===== src/rtl/assert_macros.svh =====
// Assertion macros used by the RTL of the ignition timing block.
// Every macro samples on the rising edge of clk and is disabled while arst_n is low.
`ifndef ASSERT_MACROS_SVH
`define ASSERT_MACROS_SVH

// The property must hold at every clock edge.
`define ASSERT_CLK(name, prop, msg) \
	name: assert property (@(posedge clk) disable iff (!arst_n) prop) else $error(msg);

// The expression must never be true at a clock edge.
`define ASSERT_NEVER(name, expr, msg) \
	name: assert property (@(posedge clk) disable iff (!arst_n) !(expr)) else $error(msg);

`endif


===== src/rtl/cdi_pkg.sv =====
// Package for the ignition timing block: field widths, fixed arithmetic constants,
// register codes, the result record and the advance curve. Depends on nothing.
`timescale 1ns / 1ps

package cdi_pkg;

	localparam int CFG_IDX_W  = 3;
	localparam int CFG_DATA_W = 16;
	localparam int RPM_W      = 16;
	localparam int IDX_W      = 5;
	localparam int DELAY_W    = 16;
	localparam int ANGLE_W    = 10;
	localparam int FALLBACK_W = 5;
	localparam int ROM_W      = 7;
	localparam int ROM_DEPTH  = 17;
	localparam int ROM_ADDR_W = 6;
	localparam int DIFF_W     = 10;
	localparam int CONST_W    = 24;

	// Register codes on the configuration port.
	localparam logic [CFG_IDX_W-1:0] REG_REV_LIMIT = 3'd0;
	localparam logic [CFG_IDX_W-1:0] REG_CUT       = 3'd1;
	localparam logic [CFG_IDX_W-1:0] REG_DWELL     = 3'd2;
	localparam logic [CFG_IDX_W-1:0] REG_ANGLE     = 3'd3;
	localparam logic [CFG_IDX_W-1:0] REG_FALLBACK  = 3'd4;

	// rpm = RPM_NUMERATOR / interval for a 4 us tick.
	localparam logic [CONST_W-1:0] RPM_NUMERATOR     = 24'd15000000;
	localparam logic [CONST_W-1:0] IDX_ROUND         = 24'd125;
	localparam logic [CONST_W-1:0] IDX_STEP          = 24'd250;
	localparam logic [CONST_W-1:0] INTERVAL_STEP     = 24'd360;
	localparam logic [CONST_W-1:0] IDX_PLAUSIBLE_MAX = 24'd44;
	localparam logic [RPM_W-1:0]   RPM_MAX           = 16'hFFFF;
	localparam logic [DELAY_W-1:0] DELAY_MAX         = 16'hFFFF;

	// Advance curve in quarter degrees.
	localparam logic [ROM_W-1:0] ADVANCE_CURVE [ROM_DEPTH] = '{
		7'd40, 7'd40, 7'd40, 7'd40, 7'd40, 7'd45, 7'd50, 7'd55, 7'd60,
		7'd65, 7'd70, 7'd75, 7'd80, 7'd85, 7'd90, 7'd95, 7'd100
	};

	typedef struct packed {
		logic               ignition;
		logic               spark;
		logic               cut;
		logic [RPM_W-1:0]   rpm;
		logic [IDX_W-1:0]   index;
		logic [DELAY_W-1:0] delay;
	} result_t;

	// An index past the end of the curve reads its last entry.
	function automatic logic [ROM_W-1:0] advance_q(input logic [ROM_ADDR_W-1:0] idx);
		logic [ROM_W-1:0] val;
		if (idx >= ROM_ADDR_W'(ROM_DEPTH)) begin
			val = ADVANCE_CURVE[ROM_DEPTH-1];
		end else begin
			val = ADVANCE_CURVE[idx[4:0]];
		end
		return val;
	endfunction

endpackage


===== src/rtl/cdi_ignition_timing.sv =====
// Ignition timing controller with rpm advance map and rev limiter; one input transfer per tick.
// A tick without a fresh trigger edge pushes its result straight into the output buffer; ticks
// are taken one per cycle while no reading is in work and the skid entry is free. A fresh edge
// goes through three divisions on the shared bit-serial divider and then the multiplier.
// Reset (arst_n low, asynchronous) restores register defaults, clears the timer and marks stale.
`timescale 1ns / 1ps
`include "assert_macros.svh"

module cdi_ignition_timing import cdi_pkg::*; #(
	parameter int MAP_ENTRIES = 17,
	parameter int TIMER_BITS  = 16
) (
	input  logic                  clk,
	input  logic                  arst_n,
	// Tick channel.
	input  logic                  in_valid,
	output logic                  in_stall,
	input  logic                  trigger_level,
	// Result channel.
	output logic                  out_valid,
	input  logic                  out_stall,
	output logic                  ignition_out,
	output logic                  led_out,
	output logic                  spark_fired,
	output logic                  rev_cut,
	output logic [RPM_W-1:0]      rpm_value,
	output logic [IDX_W-1:0]      advance_index,
	output logic [DELAY_W-1:0]    delay_value,
	// Configuration writes.
	input  logic                  cfg_we,
	input  logic [CFG_IDX_W-1:0]  cfg_index,
	input  logic [CFG_DATA_W-1:0] cfg_data
);

	localparam int TW      = TIMER_BITS;
	localparam int CmpW    = (TW > 16) ? TW : 16;
	localparam int DivW    = (TW > CONST_W) ? TW : CONST_W;
	localparam int DvsW    = (TW > 9) ? TW : 9;
	localparam int IdxCapW = $clog2(MAP_ENTRIES);
	localparam int ProdW   = DivW + DIFF_W;
	localparam logic [IdxCapW-1:0] IdxCap = IdxCapW'(MAP_ENTRIES - 1);

	// Sequencer: idle takes ticks; the others walk one fresh reading through the arithmetic units.
	typedef enum logic [2:0] {
		S_IDLE,
		S_RPM,
		S_IDX,
		S_QUO,
		S_MUL
	} state_t;

	// Ignition phase as seen on the pins.
	typedef enum logic [1:0] {
		PH_IDLE,
		PH_DWELL,
		PH_CUT
	} phase_t;

	// Configuration registers.
	logic [15:0]           rev_limit_q;
	logic [15:0]           cut_ticks_q;
	logic [15:0]           dwell_ticks_q;
	logic [ANGLE_W-1:0]    angle_q;
	logic [FALLBACK_W-1:0] fallback_q;

	// Controller state.
	state_t              state_q;
	phase_t              phase_q;
	logic [TW-1:0]       timer_q;
	logic                stale_q;
	logic                prev_q;
	logic [TW-1:0]       interval_q;
	logic [RPM_W-1:0]    rpm_q;
	logic [IdxCapW-1:0]  index_q;
	logic [DELAY_W-1:0]  delay_q;

	// Shared unit handshakes and operands.
	logic                div_start_q;
	logic [DivW-1:0]     div_dvd_q;
	logic [DvsW-1:0]     div_dvs_q;
	logic                div_done;
	logic [DivW-1:0]     div_quo;
	logic                mul_start_q;
	logic [DivW-1:0]     mul_a_q;
	logic [DIFF_W-1:0]   mul_b_q;
	logic                mul_done;
	logic [ProdW-1:0]    mul_prod;

	// Tick logic.
	logic                accept;
	logic                rise;
	logic [TW-1:0]       timer_inc;
	logic                wrapped;
	logic                dwell_over;
	logic                cut_over;
	logic [TW-1:0]       timer_nxt;
	logic                stale_nxt;
	phase_t              phase_nxt;
	logic                go;
	logic                push;
	logic                spark;

	// Arithmetic on the unit results.
	logic [RPM_W-1:0]    rpm_sat;
	logic [IdxCapW-1:0]  index_sel;
	logic [ROM_W-1:0]    advance;
	logic [DIFF_W-1:0]   diff_pos;
	logic [DELAY_W-1:0]  delay_sat;
	logic [DELAY_W-1:0]  delay_res;

	result_t             res;
	result_t             out_res;
	logic                buf_full;

	// Configuration writes land at any edge and are meant for times when no reading is in
	// work; indexes past the list are dropped.
	always_ff @(posedge clk or negedge arst_n) begin
		if (!arst_n) begin
			rev_limit_q   <= 16'd10000;
			cut_ticks_q   <= 16'd10000;
			dwell_ticks_q <= 16'd1000;
			angle_q       <= ANGLE_W'(100);
			fallback_q    <= FALLBACK_W'(9);
		end else if (cfg_we) begin
			case (cfg_index)
				REG_REV_LIMIT: rev_limit_q   <= cfg_data;
				REG_CUT:       cut_ticks_q   <= cfg_data;
				REG_DWELL:     dwell_ticks_q <= cfg_data;
				REG_ANGLE:     angle_q       <= cfg_data[ANGLE_W-1:0];
				REG_FALLBACK:  fallback_q    <= cfg_data[FALLBACK_W-1:0];
				default:       ;
			endcase
		end
	end

	// A new tick is taken only while no reading is in work and the skid entry is free, so
	// the result of any tick always finds room in the buffer.
	assign in_stall = (state_q != S_IDLE) | buf_full;
	assign accept   = in_valid & ~in_stall;

	assign rise       = trigger_level & ~prev_q;
	assign timer_inc  = timer_q + 1'b1;
	assign wrapped    = (timer_inc == '0);
	assign dwell_over = wrapped | (CmpW'(timer_inc) >= CmpW'(dwell_ticks_q));
	assign cut_over   = wrapped | (CmpW'(timer_inc) >= CmpW'(cut_ticks_q));

	// One tick: the timer advances (a wrap marks the reading stale), an active phase may end,
	// and in the idle phase a rising edge restarts the timer and, for a fresh reading, captures
	// the interval, which goes to the arithmetic sequence; its result follows at the end.
	always_comb begin
		timer_nxt = timer_inc;
		stale_nxt = stale_q | wrapped;
		phase_nxt = phase_q;
		go        = 1'b0;
		push      = 1'b0;
		spark     = 1'b0;
		if (state_q == S_IDLE && accept) begin
			push = 1'b1;
			case (phase_q)
				PH_DWELL: begin
					if (dwell_over) begin
						phase_nxt = PH_IDLE;
					end
				end
				PH_CUT: begin
					if (cut_over) begin
						stale_nxt = 1'b1;
						phase_nxt = PH_IDLE;
					end
				end
				PH_IDLE: begin
					if (rise) begin
						timer_nxt = '0;
						if (stale_nxt) begin
							// The edge after a stale period only restarts the measurement.
							stale_nxt = 1'b0;
						end else begin
							go   = 1'b1;
							push = 1'b0;
						end
					end
				end
				default: phase_nxt = PH_IDLE;
			endcase
		end else if (state_q == S_MUL && mul_done) begin
			push = 1'b1;
			if (rpm_q > rev_limit_q) begin
				phase_nxt = PH_CUT;
			end else begin
				phase_nxt = PH_DWELL;
				spark     = 1'b1;
			end
		end
	end

	// rpm saturates, and a zero interval (timer wrap) reads as the maximum.
	always_comb begin
		if (interval_q == '0 || div_quo > DivW'(RPM_MAX)) begin
			rpm_sat = RPM_MAX;
		end else begin
			rpm_sat = div_quo[RPM_W-1:0];
		end
	end

	// An implausibly high index falls back to the configured one; all indexes stop at the cap.
	always_comb begin
		if (div_quo > DivW'(IDX_PLAUSIBLE_MAX)) begin
			if (ROM_ADDR_W'(fallback_q) > ROM_ADDR_W'(IdxCap)) begin
				index_sel = IdxCap;
			end else begin
				index_sel = IdxCapW'(fallback_q);
			end
		end else if (div_quo > DivW'(IdxCap)) begin
			index_sel = IdxCap;
		end else begin
			index_sel = IdxCapW'(div_quo);
		end
	end

	// A trigger angle at or behind the advance gives no delay, so only a positive
	// difference goes to the multiplier.
	assign advance = advance_q(ROM_ADDR_W'(index_q));
	always_comb begin
		if (angle_q > ANGLE_W'(advance)) begin
			diff_pos = DIFF_W'(angle_q - ANGLE_W'(advance));
		end else begin
			diff_pos = '0;
		end
	end

	// Quarter degrees to ticks: drop two bits, then saturate.
	always_comb begin
		if (|mul_prod[ProdW-1:DELAY_W+2]) begin
			delay_sat = DELAY_MAX;
		end else begin
			delay_sat = mul_prod[DELAY_W+1:2];
		end
	end

	assign delay_res = (state_q == S_MUL) ? delay_sat : delay_q;

	// Sequencer and tick state.
	always_ff @(posedge clk or negedge arst_n) begin
		if (!arst_n) begin
			state_q     <= S_IDLE;
			phase_q     <= PH_IDLE;
			timer_q     <= '0;
			stale_q     <= 1'b1;
			prev_q      <= 1'b0;
			interval_q  <= '0;
			rpm_q       <= '0;
			index_q     <= '0;
			delay_q     <= '0;
			div_start_q <= 1'b0;
			div_dvd_q   <= '0;
			div_dvs_q   <= '0;
			mul_start_q <= 1'b0;
			mul_a_q     <= '0;
			mul_b_q     <= '0;
		end else begin
			div_start_q <= 1'b0;
			mul_start_q <= 1'b0;
			phase_q     <= phase_nxt;
			if (accept) begin
				timer_q <= timer_nxt;
				stale_q <= stale_nxt;
				prev_q  <= trigger_level;
			end
			case (state_q)
				S_IDLE: begin
					if (go) begin
						interval_q  <= timer_inc;
						div_dvd_q   <= DivW'(RPM_NUMERATOR);
						div_dvs_q   <= DvsW'(timer_inc);
						div_start_q <= 1'b1;
						state_q     <= S_RPM;
					end
				end
				S_RPM: begin
					if (div_done) begin
						rpm_q       <= rpm_sat;
						div_dvd_q   <= DivW'(rpm_sat) + DivW'(IDX_ROUND);
						div_dvs_q   <= DvsW'(IDX_STEP);
						div_start_q <= 1'b1;
						state_q     <= S_IDX;
					end
				end
				S_IDX: begin
					if (div_done) begin
						index_q     <= index_sel;
						div_dvd_q   <= DivW'(interval_q);
						div_dvs_q   <= DvsW'(INTERVAL_STEP);
						div_start_q <= 1'b1;
						state_q     <= S_QUO;
					end
				end
				S_QUO: begin
					if (div_done) begin
						mul_a_q     <= div_quo;
						mul_b_q     <= diff_pos;
						mul_start_q <= 1'b1;
						state_q     <= S_MUL;
					end
				end
				S_MUL: begin
					if (mul_done) begin
						delay_q <= delay_sat;
						state_q <= S_IDLE;
					end
				end
				default: state_q <= S_IDLE;
			endcase
		end
	end

	cdi_div #(
		.DW (DivW),
		.VW (DvsW)
	) u_div (
		.clk      (clk),
		.arst_n   (arst_n),
		.start    (div_start_q),
		.dividend (div_dvd_q),
		.divisor  (div_dvs_q),
		.done     (div_done),
		.quotient (div_quo)
	);

	cdi_mul #(
		.AW (DivW),
		.BW (DIFF_W)
	) u_mul (
		.clk     (clk),
		.arst_n  (arst_n),
		.start   (mul_start_q),
		.mcand   (mul_a_q),
		.mplier  (mul_b_q),
		.done    (mul_done),
		.product (mul_prod)
	);

	always_comb begin
		res.ignition = (phase_nxt == PH_DWELL);
		res.spark    = spark;
		res.cut      = (phase_nxt == PH_CUT);
		res.rpm      = rpm_q;
		res.index    = IDX_W'(index_q);
		res.delay    = delay_res;
	end

	cdi_obuf u_obuf (
		.clk       (clk),
		.arst_n    (arst_n),
		.push      (push),
		.push_data (res),
		.out_stall (out_stall),
		.out_valid (out_valid),
		.out_data  (out_res),
		.full      (buf_full)
	);

	assign ignition_out  = out_res.ignition;
	assign led_out       = out_res.ignition;
	assign spark_fired   = out_res.spark;
	assign rev_cut       = out_res.cut;
	assign rpm_value     = out_res.rpm;
	assign advance_index = out_res.index;
	assign delay_value   = out_res.delay;

	`ASSERT_NEVER(a_fire_during_cut, out_valid && ignition_out && rev_cut, "ignition driven during a rev cut")
	`ASSERT_CLK(a_spark_starts_dwell, out_valid && spark_fired |-> ignition_out, "spark without dwell")
	`ASSERT_CLK(a_cut_end_stale, $fell(phase_q == PH_CUT) |-> stale_q, "rev cut ended with a fresh reading")
	`ASSERT_NEVER(a_index_capped, index_q > IdxCap, "map index beyond the last entry")

endmodule


===== src/rtl/cdi_div.sv =====
// Bit-serial restoring divider: one quotient bit per clock cycle.
// Standalone; used by the ignition timing top level for all three divisions.
`timescale 1ns / 1ps

module cdi_div #(
	parameter int DW = 24,
	parameter int VW = 16
) (
	input  logic          clk,
	input  logic          arst_n,
	input  logic          start,
	input  logic [DW-1:0] dividend,
	input  logic [VW-1:0] divisor,
	output logic          done,
	output logic [DW-1:0] quotient
);

	localparam int CntW = $clog2(DW + 1);

	logic [DW-1:0]   dvd_q;
	logic [VW-1:0]   dvs_q;
	logic [VW-1:0]   rem_q;
	logic [CntW-1:0] cnt_q;
	logic            done_q;
	logic [VW:0]     rem_sh;
	logic [VW:0]     rem_nxt;
	logic            ge;

	always_comb begin
		rem_sh  = {rem_q, dvd_q[DW-1]};
		ge      = rem_sh >= {1'b0, dvs_q};
		rem_nxt = ge ? (rem_sh - {1'b0, dvs_q}) : rem_sh;
	end

	always_ff @(posedge clk or negedge arst_n) begin
		if (!arst_n) begin
			cnt_q  <= '0;
			done_q <= 1'b0;
		end else begin
			done_q <= 1'b0;
			if (start) begin
				cnt_q <= CntW'(DW);
			end else if (cnt_q != '0) begin
				cnt_q <= cnt_q - 1'b1;
				if (cnt_q == CntW'(1)) begin
					done_q <= 1'b1;
				end
			end
		end
	end

	// The dividend register fills with quotient bits from the bottom as it shifts.
	always_ff @(posedge clk) begin
		if (start) begin
			dvd_q <= dividend;
			dvs_q <= divisor;
			rem_q <= '0;
		end else if (cnt_q != '0) begin
			dvd_q <= {dvd_q[DW-2:0], ge};
			rem_q <= rem_nxt[VW-1:0];
		end
	end

	assign done     = done_q;
	assign quotient = dvd_q;

endmodule


===== src/rtl/cdi_mul.sv =====
// Bit-serial shift-and-add multiplier: one bit of the multiplier per clock cycle.
// Standalone; used by the ignition timing top level for the spark delay.
`timescale 1ns / 1ps

module cdi_mul #(
	parameter int AW = 24,
	parameter int BW = 10
) (
	input  logic             clk,
	input  logic             arst_n,
	input  logic             start,
	input  logic [AW-1:0]    mcand,
	input  logic [BW-1:0]    mplier,
	output logic             done,
	output logic [AW+BW-1:0] product
);

	localparam int PW   = AW + BW;
	localparam int CntW = $clog2(BW + 1);

	logic [PW-1:0]   mcand_q;
	logic [BW-1:0]   mplier_q;
	logic [PW-1:0]   acc_q;
	logic [CntW-1:0] cnt_q;
	logic            done_q;

	always_ff @(posedge clk or negedge arst_n) begin
		if (!arst_n) begin
			cnt_q  <= '0;
			done_q <= 1'b0;
		end else begin
			done_q <= 1'b0;
			if (start) begin
				cnt_q <= CntW'(BW);
			end else if (cnt_q != '0) begin
				cnt_q <= cnt_q - 1'b1;
				if (cnt_q == CntW'(1)) begin
					done_q <= 1'b1;
				end
			end
		end
	end

	always_ff @(posedge clk) begin
		if (start) begin
			mcand_q  <= PW'(mcand);
			mplier_q <= mplier;
			acc_q    <= '0;
		end else if (cnt_q != '0) begin
			if (mplier_q[0]) begin
				acc_q <= acc_q + mcand_q;
			end
			mcand_q  <= {mcand_q[PW-2:0], 1'b0};
			mplier_q <= {1'b0, mplier_q[BW-1:1]};
		end
	end

	assign done    = done_q;
	assign product = acc_q;

endmodule


===== src/rtl/cdi_obuf.sv =====
// Two-entry result buffer: an output register with a skid entry behind it.
// Depends on cdi_pkg for the result record.
`timescale 1ns / 1ps

module cdi_obuf import cdi_pkg::*; (
	input  logic    clk,
	input  logic    arst_n,
	input  logic    push,
	input  result_t push_data,
	input  logic    out_stall,
	output logic    out_valid,
	output result_t out_data,
	output logic    full
);

	logic    o_valid_q;
	logic    k_valid_q;
	result_t o_data_q;
	result_t k_data_q;
	logic    pop;

	assign pop = o_valid_q & ~out_stall;

	always_ff @(posedge clk or negedge arst_n) begin
		if (!arst_n) begin
			o_valid_q <= 1'b0;
			k_valid_q <= 1'b0;
		end else begin
			if (pop) begin
				o_valid_q <= k_valid_q | push;
				k_valid_q <= k_valid_q & push;
			end else if (push) begin
				o_valid_q <= 1'b1;
				k_valid_q <= o_valid_q;
			end
		end
	end

	always_ff @(posedge clk) begin
		if (pop) begin
			if (k_valid_q) begin
				o_data_q <= k_data_q;
				k_data_q <= push_data;
			end else begin
				o_data_q <= push_data;
			end
		end else if (push) begin
			if (o_valid_q) begin
				k_data_q <= push_data;
			end else begin
				o_data_q <= push_data;
			end
		end
	end

	assign out_valid = o_valid_q;
	assign out_data  = o_data_q;
	assign full      = k_valid_q;

endmodule

===== config.mk =====
export PLATFORM = sky130hd
export DESIGN_NAME = cdi_ignition_timing
export DESIGN_NICKNAME = d
export VERILOG_FILES = /design/src/rtl/cdi_pkg.sv /design/src/rtl/cdi_ignition_timing.sv /design/src/rtl/cdi_div.sv /design/src/rtl/cdi_mul.sv /design/src/rtl/cdi_obuf.sv
export VERILOG_INCLUDE_DIRS = /design/src /design/src/rtl
export SDC_FILE = /design/constraint.sdc
export NUM_CORES = 1
export LEC_CHECK = 0
export ABC_CLOCK_PERIOD_IN_PS = 5150
export BUFFER_PORTS_ARGS = -buffer_cell sky130_fd_sc_hd__buf_2
export CAP_MARGIN = 20
export CORE_MARGIN = 8
export CORE_UTILIZATION = 55
export DETAILED_ROUTE_END_ITERATION = 12
export HOLD_SLACK_MARGIN = 0.1
export PLACE_DENSITY = 0.86
export SYNTH_ARGS = -nofsm -noshare
export SYNTH_HDL_FRONTEND = slang
export SYNTH_SLANG_ARGS = --single-unit

===== constraint.sdc =====
create_clock -name clk -period 5.15 [get_ports clk]
set_input_delay 1.03 -clock clk [delete_from_list [all_inputs] [get_ports clk]]
set_output_delay 1.03 -clock clk [all_outputs]
set_load 0.02 [all_outputs]

* After elaboration in Yosys (flattened, before gate mapping)
Memories as Yosys holds them, arrays and structs flattened.
Index checks and enable logic that the tools add are counted.
Widths: inputs -> output; s select.
** Word-level totals
- Register bits after elaboration :: 442
- ROM bits :: 224
- Output and inout port bits :: 43
- Memories :: 1
** Operators by class
- Add/subtract/negate cells :: 7
- $lt $le $gt $ge :: 11
- Eq/ne operators :: 21
- Mux-type cells :: 82
- Bitwise logic cells :: 13
- Reduce and logical (&&, ||, !) cells :: 33
** Memory list
- (name not given) :: words 32, width 7, rd ports 1, clocked after Yosys merged registers in 0, wr ports 0, line cdi_pkg.sv:57 : val = ADVANCE_CURVE[idx[4:0]];
** Operator list (count)
- $mux 40 :: 8
- $mux 24 :: 7
- $mux 16 :: 10
- $pmux 24 s3 :: 1
- $pmux 16 s3 :: 1
- $add 34x34->34 :: 1
- $ge 16x16->1 :: 2
- $logic_not 16->1 :: 2
- $mux 10 :: 3
- $mux 1 :: 28
- $mux 5 :: 5
- $gt 24x16->1 const B :: 1
- $gt 24x5->1 const B :: 1
- $gt 24x6->1 const B :: 1
- $reduce_and 2->1 :: 12
- $mux 7 :: 3
- $add 16x7->17 const B :: 1
- $ge 17x16->1 :: 1
- $add 16x1->16 const B :: 1
- $gt 16x16->1 :: 1
- $reduce_or 16->1 :: 1
- $sub 16x16->16 :: 1
- $mux 3 :: 5
- $pmux 3 s5 :: 1
- 36 further kinds :: 69

* Logic depth before layout (Yosys ltp)
Gate-level depths: netlist of the first run.
- Depth after elaboration :: 10
- Gate-level depth with buffers :: 16

* Hierarchy
Synthesis of the first run repeated with hierarchy kept, for this count alone.
** Second synthesis, totals
- Cell total of the unflattened synthesis :: 2236
- Area total of the unflattened synthesis :: 22834.4 µm²
** Modules (own cells, without submodules)
- cdi_ignition_timing :: times used 1, cells an instance 1209, area each 11090.6 µm², sequential area each 5257.5 µm²
- cdi_mul :: times used 1, cells an instance 583, area each 5243.8 µm², sequential area each 2026.9 µm²
- cdi_div :: times used 1, cells an instance 307, area each 3475.8 µm², sequential area each 1671.6 µm²
- cdi_obuf :: times used 1, cells an instance 137, area each 3024.2 µm², sequential area each 2452.4 µm²

* Worst setup path before layout of the first run
No wires, ideal clock.
- Kind :: register -> register
- Start point :: register timer_q[0]
- End point :: register u_obuf.o_data_q (netlist bit u_obuf.out_data[0]) (enable)
- Arrival time :: 4.916 ns
- Required time :: 4.657 ns
- Path slack :: -0.258 ns
- Stages on the path, launching flop included :: 11
- Path through :: dfrtp_1 > ha_1 > and2_1 > nand3_2 > xor2_1 > nand4_1 > nor4_4 > or2_1 > buf_2 > nand2_1 > o21ai_0
** On the way
- Longest elaborated chain between the ends :: 9
** RTL lines
- start: declaration :: line cdi_ignition_timing.sv:69 : logic [TW-1:0] timer_q;
- start signal: assignment :: line cdi_ignition_timing.sv:265 : timer_q <= timer_nxt;
- $add 16x1->16 :: line cdi_ignition_timing.sv:142 : assign timer_inc = timer_q + 1'b1;
- $logic_not 16->1 :: line cdi_ignition_timing.sv:143 : assign wrapped = (timer_inc == '0);
- $or 1x1->1 :: line cdi_ignition_timing.sv:152 : stale_nxt = stale_q | wrapped;
- $mux 1 :: line cdi_ignition_timing.sv:174 : if (stale_nxt) begin
- $mux 1 :: line cdi_ignition_timing.sv:172 : if (rise) begin
- $mux 1 :: line cdi_ignition_timing.sv:159 : case (phase_q)
- $mux 1 :: line cdi_ignition_timing.sv:157 : if (state_q == S_IDLE && accept) begin
- $reduce_bool 2->1 (no source line)
- $reduce_and 2->1 (no source line)
- end signal: assignment :: line cdi_obuf.sv:42 : o_data_q <= k_data_q;
- end signal: assignment :: line cdi_obuf.sv:45 : o_data_q <= push_data;
- end signal: assignment :: line cdi_obuf.sv:51 : o_data_q <= push_data;
- end: declaration :: line cdi_obuf.sv:18 : result_t o_data_q;
No other way between the ends.
A chain may end at the register's enable or synchronous reset.

* Final worst setup path of the first run
- Start point :: register timer_q[0]
- End point :: register u_obuf.o_data_q (netlist bit u_obuf.out_data[13]) (enable)
Same word-level chain as after synthesis.

==> results of run 1 <==
## cell usage after synthesis (5+ instances only)
cell       count
a2111oi_0      5
a211oi_1      29
a21boi_0       6
a21o_1        42
a21oi_1      128
a221oi_1      11
a22o_1        11
a31oi_1       18
and2_1        10
and3_1        11
and4_1         6
buf_1         11
buf_2         14
clkbuf_1      71
dfrtp_1      200
dfstp_2       22
dfxtp_1       60
edfxtp_1     154
ha_1         115
inv_1        115
mux2_2       103
mux2i_1        6
nand2_1      337
nand2b_1      19
nand3_1       32
nand3b_1       6
nand4_1       27
nor2_1       175
nor2b_1       18
nor3_1        19
nor4_1        19
nor4b_1        5
o211ai_1      13
o21a_1        14
o21ai_0      174
o21ai_1        6
o21bai_1       5
o31ai_1       13
or3_1         14
xnor2_1       39
xor2_1        19
## where the power goes
part           switching, mW  internal, mW  leakage [nW]
clock network           1.33          1.68         0.646
logic                  0.252         0.155          4.97
registers             0.0574          3.69          4.57
## logic make-up after synthesis
logic type | count (synthesis)
muxes | 109
AOI/OAI and AO/OA | 501
DFF | 436
xor gates and xnor gates | 58
and+or+nand+nor | 724
buffers and inverters | 218
adders and majority gates | 118
## cell type report
cell class                      instances  area (sq um)  area share (%)
Sequential cell                       436         11400            47.6
Multi-Input combinational cell       1510          9610            40.1
Timing Repair Buffer                   90           542            2.26
Clock buffer                           66          1210            5.03
Inverter                              117           439            1.83
Tap cell                              525           657            2.74
Clock inverter                         14           110           0.459
## sequential cells by signal, indices dropped and copies added, names as in the netlist, 18 cells and up
name             count
div_dvd_q           18
u_mul.mcand_q       34
mul_a_q             24
u_mul.product       34
u_obuf.k_data_q     40
u_div.quotient      24
u_obuf.out_data     40
## metal layers
| layer | track usage, % | vias up | wire length, um |
|---|---|---|---|
| met2 | 36.8 | 713 | 25300 |
| met3 | 3.79 | 152 | 3730 |
| li1 | - | 7721 | - |
| met4 | 8.76 | 0 | 1880 |
| met1 | 27.8 | 8018 | 20900 |
| met5 | 0 | - | 0 |
## critical path: cells and delay by family, from the launching register on
| kind | cells | cell delay (ns) |
|---|---|---|
| AO/OA/AOI/OAI | 1 | 0.16 |
| XOR/XNOR | 1 | 0.28 |
| flip-flops | 1 | 0.53 |
| AND/OR/NAND/NOR | 6 | 1.91 |
| buffers and inverters | 1 | 0.46 |
| adder cells (fa/ha/maj) | 1 | 0.26 |
## placed cells by master, fill, tap and decap left out, drive strengths merged, types with 42 or more instances in the layout
| master | Yosys | layout |
|---|---|---|
| edfxtp | 154 | 154 |
| a21o | 42 | 42 |
| clkbuf | 74 | 66 |
| buf | 27 | 90 |
| dfrtp | 200 | 200 |
| nor2 | 176 | 176 |
| ha | 115 | 115 |
| mux2 | 103 | 103 |
| a21oi | 129 | 129 |
| o21ai | 180 | 180 |
| nand2 | 338 | 338 |
| inv | 116 | 121 |
| dfxtp | 60 | 60 |
## path summary, 6_finish.rpt
path / startpoint / to / slack (ns) / cells after the start
hold / removal: div_dvs_q[12] / u_div.dvs_q[12] / 0.45 / 0
setup / recovery: timer_q[0] / u_obuf.out_data[13] / 1.14 / 10
hold reg to reg: div_dvs_q[12] / u_div.dvs_q[12] / 0.45 / 0
setup reg to reg: timer_q[0] / u_obuf.out_data[13] / 1.14 / 10
max in group asynchronous: arst_n / stale_q / 3.47 / 2
min in group asynchronous: arst_n / u_mul.cnt_q[2] / 0.52 / 1
==> metrics.cfg, run 1 <==
[worst_setup_path]
crit_path_start_kind = flop
critPathSlowestCell = or2_1
cp_max_fo = 40
end_kind = flop
critical_path.max_stage_delay_ns = 0.63
crit_type = reg -> reg
worstPathCellList = ha_1 -> and2_1 -> nand3_2 -> xor2_1 -> nand4_1 -> nor4_4 -> or2_1 -> nand2_1 -> o21ai_4 -> buf_4
worstPathRequired_ns = 5.34
worstPathArrival_ns = 4.20

[timing]
hold_ws_ns = 0.448
final_hold_viol_count = 0
fin_crit_ns = 4.01
rsz0062_at_grt = no
fin_setup_tns_ns = 0
fmax_mhz = 249
drv_slew = 0
finalCritPeriodShare_pct = 77.9
worst_slew_pin_slew_ns = 1.14
setup_ws_ns = 1.14
max_slew_margin_pct = 22.7
setup-violations-final = 0
fin_worst_skew_ns = 0.0250

[synthesis]
synthArstFlopShare_pct = 50.9
synth_area_leaders = dfrtp_1, edfxtp_1, ha_1
synth-xor-area-share_pct = 2.33
ys_warn_count = 0
synth_compound_area_share_pct = 14.0
synth.avg_cell_area_sq_um = 10.1
ys_ff_latch = 436
synth-main-ff-cell = dfrtp_1
syn_inst = 2164
yosys.area_share.simple_pct = 15.1
yosysUniqueCellTypes = 80
netlist_area_sq_um = 21800
synthAdderAreaFrac_pct = 6.87
synth_top_area_share_pct = 22.9
yosys.area.top_type = dfrtp_1
ys_seq_area_share_pct = 52.3
muxShareOfSynthArea_pct = 5.59
synth_edf_count = 154
mappedNetlistNets = 2307
synth_top_family_by_area = simple AND/OR/NAND/NOR gates

[clock_network]
cts_tree = done
cts_max_level = 2
root_buffer = clkbuf_16
numCtsBuffers = 43
post-cts-setup-buffers = 0
ctsHoldBuffers = 0
path_clk_slew_ns = 0.06
worstSkewPairLatency_ns = 0.56
clk_path_buf_depth = 3
clock_sinks = 436
cts_resized = 0

[min_path]
hold_path_class = reg -> reg

[global_routing]
grt_usage_pct = 21.9
grt_pass1_wl_um = 85200
antenna_found_initial = 0
grt-ovfl-total = 0
grt_max_degree = 113
grt_pass1_vias = 16746

[final_layout]
nFillCells = 3033
layout.nets = 2341
final_core_util_pct = 60.8
fin_area_sq_um = 24000
drive_gt1_share_pct = 13.3
area_growth_pct = 9.85
fin_cells = 2758
antenna_cells = 0

[outcome]
status = completed

[drt]
detail_route.iter0.violations = 1573
wl_um = 51700
via_count = 16604
drc_errors = 0
via_per_inst = 6.02
avgRoutedWirePerCell_um = 18.7
first_pass_iters = 6
ant_nets = 0

[power]
leakage_nw = 10.2
cellPowerDensity_nw_per_um2 = 299
p_total_mw = 7.16
irDropWorstVdd_mv = 0.272

[place]
post-place-ws_ns = 1.21
port_buffers = 67
hpwl_um = 35300
dp_cells = 2676
globalplace.congestion = 0.904
placed_area_sq_um = 22600

[floorplan]
io-pin-count = 68
num_rows = 73
die_width_um = 215
die_area_sq_um = 46300
core_area_sq_um = 39500
start_util_pct = 55.3
die_y_um = 215

[run]
cap_violations = 0

Note: power is estimated with default switching activity, not from simulation.
==> inputs of run 2 (changes only) <==
ABC_CLOCK_PERIOD_IN_PS = 4200   (was 5150)
PLACE_DENSITY = 0.83   (was 0.86)
clock period = 4.2 ns   (was 5.15 ns; I/O delays follow)
==> run 2 against run 1 <==
Against the previous run: die area is the same; largest cell class unchanged; global-route usage shrank 0.49 points; worst setup slack lost 0.65 ns; routed wire length shrank 2.1%; count of clock-buffer cells in the layout shrank 5; register-to-register slack lost 0.65 ns; sequential share of layout area shrank 0.16 points; cell area grew 0.33%; first-iteration DRC count shrank 13%; power grew 23%; sequential power grew 22%.
==> metrics.cfg, run 2 (synthesis results as in run 1) <==
[place]
placed_area_sq_um = 22700
hpwl_um = 35200
globalplace.congestion = 0.900
dp_cells = 2682
post-place-ws_ns = 0.606
port_buffers = 67

[floorplan]
core_area_sq_um = 39500
die_width_um = 215
num_rows = 73
die_y_um = 215
io-pin-count = 68
die_area_sq_um = 46300
start_util_pct = 55.3

[power]
leakage_nw = 10.2
p_total_mw = 8.80
cellPowerDensity_nw_per_um2 = 366
irDropWorstVdd_mv = 0.372

[drt]
wl_um = 50600
detail_route.iter0.violations = 1370
via_per_inst = 5.94
avgRoutedWirePerCell_um = 18.3
ant_nets = 0
first_pass_iters = 6
via_count = 16427
drc_errors = 0

[clock_network]
path_clk_slew_ns = 0.06
clock_sinks = 436
post-cts-setup-buffers = 0
cts_max_level = 2
worstSkewPairLatency_ns = 0.57
ctsHoldBuffers = 0
cts_resized = 0
numCtsBuffers = 44
cts_tree = done
root_buffer = clkbuf_16
clk_path_buf_depth = 3

[global_routing]
grt_max_degree = 106
antenna_found_initial = 0
grt_pass1_vias = 16451
grt_pass1_wl_um = 83200
grt-ovfl-total = 0
grt_usage_pct = 21.4

[timing]
max_slew_margin_pct = 29.3
finalCritPeriodShare_pct = 88.3
fin_setup_tns_ns = 0
rsz0062_at_grt = no
setup_ws_ns = 0.491
hold_ws_ns = 0.287
fmax_mhz = 270
setup-violations-final = 0
drv_slew = 0
final_hold_viol_count = 0
fin_worst_skew_ns = 0.0275
worst_slew_pin_slew_ns = 1.06
fin_crit_ns = 3.71

[worst_setup_path]
path_common_cell = a21o_1
crit_type = reg -> reg
critical_path.max_stage_delay_ns = 0.53
critPathSlowestCell = o41ai_2
worstPathRequired_ns = 4.48
end_kind = flop
worstPathCellList = and4_1 -> nand3_1 -> or3_1 -> and2_1 -> inv_1 -> ha_1 -> a21o_1 -> a21o_1 -> a221oi_1 -> o21ai_0 -> o41ai_2 -> o31ai_1
crit_path_start_kind = flop
worstPathArrival_ns = 3.99
cp_max_fo = 10

[final_layout]
area_growth_pct = 10.2
final_core_util_pct = 61.0
fin_area_sq_um = 24100
layout_commonest_cell = nand2_1
antenna_cells = 0
drive_gt1_share_pct = 13.6
layout.nets = 2349
fin_cells = 2767
mostFrequentLayoutCells = nand2_1, dfrtp_1, nor2_1, o21ai_0, edfxtp_1

[run]
cap_violations = 0

[outcome]
status = completed

[min_path]
hold_path_class = in -> async

run 2: area by class of cell:
| cell class | count | area, sq um |
|---|---|---|
| clock buffers | 61 | 1180 |
| clock inverters | 21 | 164 |
| fillers | 3053 | 15400 |
| inverters | 117 | 439 |
| multi-input cells | 1510 | 9610 |
| flip-flops and latches | 436 | 11400 |
| well taps | 525 | 657 |
| repair buffers | 97 | 588 |
run 2: path summary, 6_finish.rpt:
check                      slack, ns          start  cells past startpoint                  end
min reg2reg                     0.46  div_dvs_q[10]                      0      u_div.dvs_q[10]
max in group asynchronous       2.76         arst_n                      2      cut_ticks_q[13]
max reg2reg                     0.49     timer_q[3]                     12  u_obuf.out_data[39]
min                             0.29         arst_n                      1           delay_q[6]
min in group clk                0.46  div_dvs_q[10]                      0      u_div.dvs_q[10]
max                             0.49     timer_q[3]                     12  u_obuf.out_data[39]
run 2: routing by layer:
| metal | track usage, % | part of all wire, % | vias up |
|---|---|---|---|
| met5 | 0 | 0 | - |
| met4 | 8.85 | 3.5 | 0 |
| met3 | 3.44 | 6.8 | 153 |
| met2 | 36.7 | 49 | 626 |
| met1 | 26.7 | 40 | 7907 |
| li1 | - | - | 7741 |
run 2: worst max-delay path: cells and delay by family, from the launching register on:
| family | cells | cell delay, ns |
|---|---|---|
| and+or+nand+nor | 4 | 1.13 |
| buffers and inverters | 1 | 0.09 |
| AOI/OAI and AO/OA | 6 | 1.45 |
| adders and majority gates | 1 | 0.24 |
| DFF | 1 | 0.50 |
run 2: report_power, final:
part           total [mW]  switching (mW)  leakage, nW  internal [mW]
clock network        3.72            1.66        0.649           2.05
registers            4.59          0.0625         4.57           4.53
logic               0.492           0.303         5.00          0.188
total                8.80            2.03         10.2           6.77
==> inputs of run 3 (changes only) <==
ABC_AREA = 1   (was default)
BUFFER_PORTS_ARGS = -buffer_cell sky130_fd_sc_hd__buf_4   (was -buffer_cell sky130_fd_sc_hd__buf_2)
==> run 3 against run 2 <==
Against the previous run: worst setup slack better by 0.44 ns; area after synthesis increased by 2.2%; power grew 95%; largest cell class unchanged; fmax grew 14%; sequential power is 42% higher; hold slack got worse by 0.059 ns; largest power group is now combinational logic; first-iteration DRC count rose by 23%.
==> metrics.cfg, run 3 <==
[outcome]
status = completed

[worst_setup_path]
worstPathArrival_ns = 3.54
worstPathCellList = ha_1 -> nand3_1 -> nor2_2 -> nand2_1 -> nand2_1 -> nand3_1 -> nor2_1 -> nand3_2 -> nand4_4 -> nand2_1 -> o21ai_4 -> buf_12
end_kind = flop
crit_path_start_kind = flop
critical_path.max_stage_delay_ns = 0.59
worstReg2RegStart = timer_q[0]
cp_max_fo = 24
worstPathRequired_ns = 4.48
startpoint = timer_q[0]
crit_type = reg -> reg
path_common_cell = nand2_1
critPathSlowestCell = o21ai_4

[final_layout]
nFillCells = 3187
layout.nets = 2814
fin_area_sq_um = 24900
drive_gt1_share_pct = 8.35
fin_cells = 3231
antenna_cells = 0
mostFrequentLayoutCells = nand2_1, inv_1, o21ai_0, dfrtp_1, nor2_1
layout_commonest_cell = nand2_1
area_growth_pct = 11.5

[power]
cellPowerDensity_nw_per_um2 = 689
irDropWorstVdd_mv = 0.410
leakage_nw = 11.4

[place]
placed_area_sq_um = 23300
hpwl_um = 39800
post-place-ws_ns = 0.978
globalplace.congestion = 0.990
dp_cells = 3147
port_buffers = 67

[floorplan]
start_util_pct = 55.9
die_area_sq_um = 47300
core_area_sq_um = 39900
io-pin-count = 68
die_width_um = 217
num_rows = 73
die_y_um = 217

[synthesis]
muxShareOfSynthArea_pct = 1.41
yosys-top-cells-count = nand2_1, inv_1, o21ai_0
synth_edf_count = 154
yosysMostFrequentCell = nand2_1
ys_ff_latch = 436
synthAdderAreaFrac_pct = 6.72
synth_compound_area_share_pct = 13.3
synthArstFlopShare_pct = 50.9
synth.avg_cell_area_sq_um = 8.54
synth-main-ff-cell = dfrtp_1
synth_top_area_share_pct = 22.4
mappedNetlistNets = 2754
yosysUniqueCellTypes = 53
synth-xor-area-share_pct = 1.88
yosys.area.top_type = dfrtp_1
ys_warn_count = 0
ys_seq_area_share_pct = 51.2
syn_inst = 2611
yosys.area_share.simple_pct = 17.6
synth_area_leaders = dfrtp_1, edfxtp_1, nand2_1
synth_top_family_by_area = simple AND/OR/NAND/NOR gates
netlist_area_sq_um = 22300

[run]
cap_violations = 0

[clock_network]
post-cts-setup-buffers = 0
ctsHoldBuffers = 0
cts_resized = 0
path_clk_slew_ns = 0.06
clock_sinks = 436
worstSkewPairLatency_ns = 0.58
root_buffer = clkbuf_16
cts_tree = done
cts_max_level = 2
numCtsBuffers = 44
clk_path_buf_depth = 3

[timing]
rsz0062_at_grt = no
fin_worst_skew_ns = 0.0205
setup_ws_ns = 0.935
drv_slew = 0
fin_setup_tns_ns = 0
fmax_mhz = 306
worst_slew_pin_slew_ns = 0.983
final_hold_viol_count = 0
fin_crit_ns = 3.27
finalCritPeriodShare_pct = 77.7
setup-violations-final = 0
max_slew_margin_pct = 34.3

[drt]
drc_errors = 0
detail_route.iter0.violations = 1682
dr_wl_met2_um = 27000
avgRoutedWirePerCell_um = 17.2
wl_um = 55500
wl_met3_um = 3660
routed.top_layer = met4
wirelength_met1_um = 23200
via_per_inst = 5.59
via_count = 18048
first_pass_iters = 6
ant_nets = 0

[global_routing]
grt_pass1_wl_um = 90000
antenna_found_initial = 0
grt_usage_pct = 23.2
grt-ovfl-total = 0
grt_max_degree = 81
grt_pass1_vias = 17844

[min_path]
hold_path_class = in -> async

run 3: cell types whose count changed after synthesis, moves of 34 or more:
cell,before,now
nand2_1,337,646
o21ai_0,174,286
o22ai_1,1,35
inv_1,115,376
nand3_1,32,85
mux2_2,103,28
run 3: cells by family (layout without fill, tap and decap cells):
| kind of cell | count (synthesis) | after routing |
|---|---|---|
| flip-flops | 436 | 436 |
| buffers and inverters | 456 | 551 |
| adder cells (fa/ha/maj) | 118 | 118 |
| AO/OA/AOI/OAI | 554 | 554 |
| AND/OR/NAND/NOR | 971 | 971 |
| XOR/XNOR | 48 | 48 |
| multiplexers | 28 | 28 |
run 3: area by class of cell:
type | instances | area [sq um] | share of cell area (%)
Sequential cell | 436 | 11400 | 45.9
Multi-Input combinational cell | 1719 | 9160 | 36.8
Inverter | 382 | 1430 | 5.77
Clock buffer | 55 | 1190 | 4.80
Timing Repair Buffer | 88 | 746 | 3.00
Tap cell | 525 | 657 | 2.64
Clock inverter | 26 | 267 | 1.07
run 3: through the flow:
step           util, %  hold slack [ns]  total power, mW
2_1_floorplan        -            0.425             11.2
3_3_place_gp      58.5            0.437             12.7
3_5_place_dp      58.5            0.437             13.0
4_1_cts           62.2            0.243             17.1
5_1_grt           62.3            0.268             18.3
6_report          62.3            0.227             17.1
run 3: layer usage:
metal  global-route usage, %  vias up
li1                        -     8716
met1                    30.0     8605
met2                    39.5      618
met3                    3.83      109
met4                    7.87        0
met5                       0        -
run 3: power by group:
group          internal [mW]  total [mW]  switching (mW)  leakage, nW
sequential              5.78        6.51           0.725         4.52
clock                   2.33        4.01            1.68        0.711
combinational           2.29        6.61            4.32         6.21
total                   10.4        17.1            6.72         11.4
run 3: worst paths after layout:
kind	cells after the start	endpoint	slack, ns
worst min register to register	0	u_div.dvs_q[15]	0.44
worst max-delay path	12	u_obuf.out_data[37]	0.93
min in group clk	0	u_div.dvs_q[15]	0.44
worst max register to register	12	u_obuf.out_data[37]	0.93
max in group asynchronous	2	rev_limit_q[10]	3.06
worst min-delay path	1	u_mul.cnt_q[2]	0.23
run 3: worst max-delay path, delay by kind of cell (launching register included):
| kind | cells | cell delay [ns] |
|---|---|---|
| and+or+nand+nor | 9 | 1.37 |
| AOI/OAI and AO/OA | 1 | 0.59 |
| DFF | 1 | 0.46 |
| buffers and inverters | 1 | 0.27 |
| adders and majority gates | 1 | 0.26 |
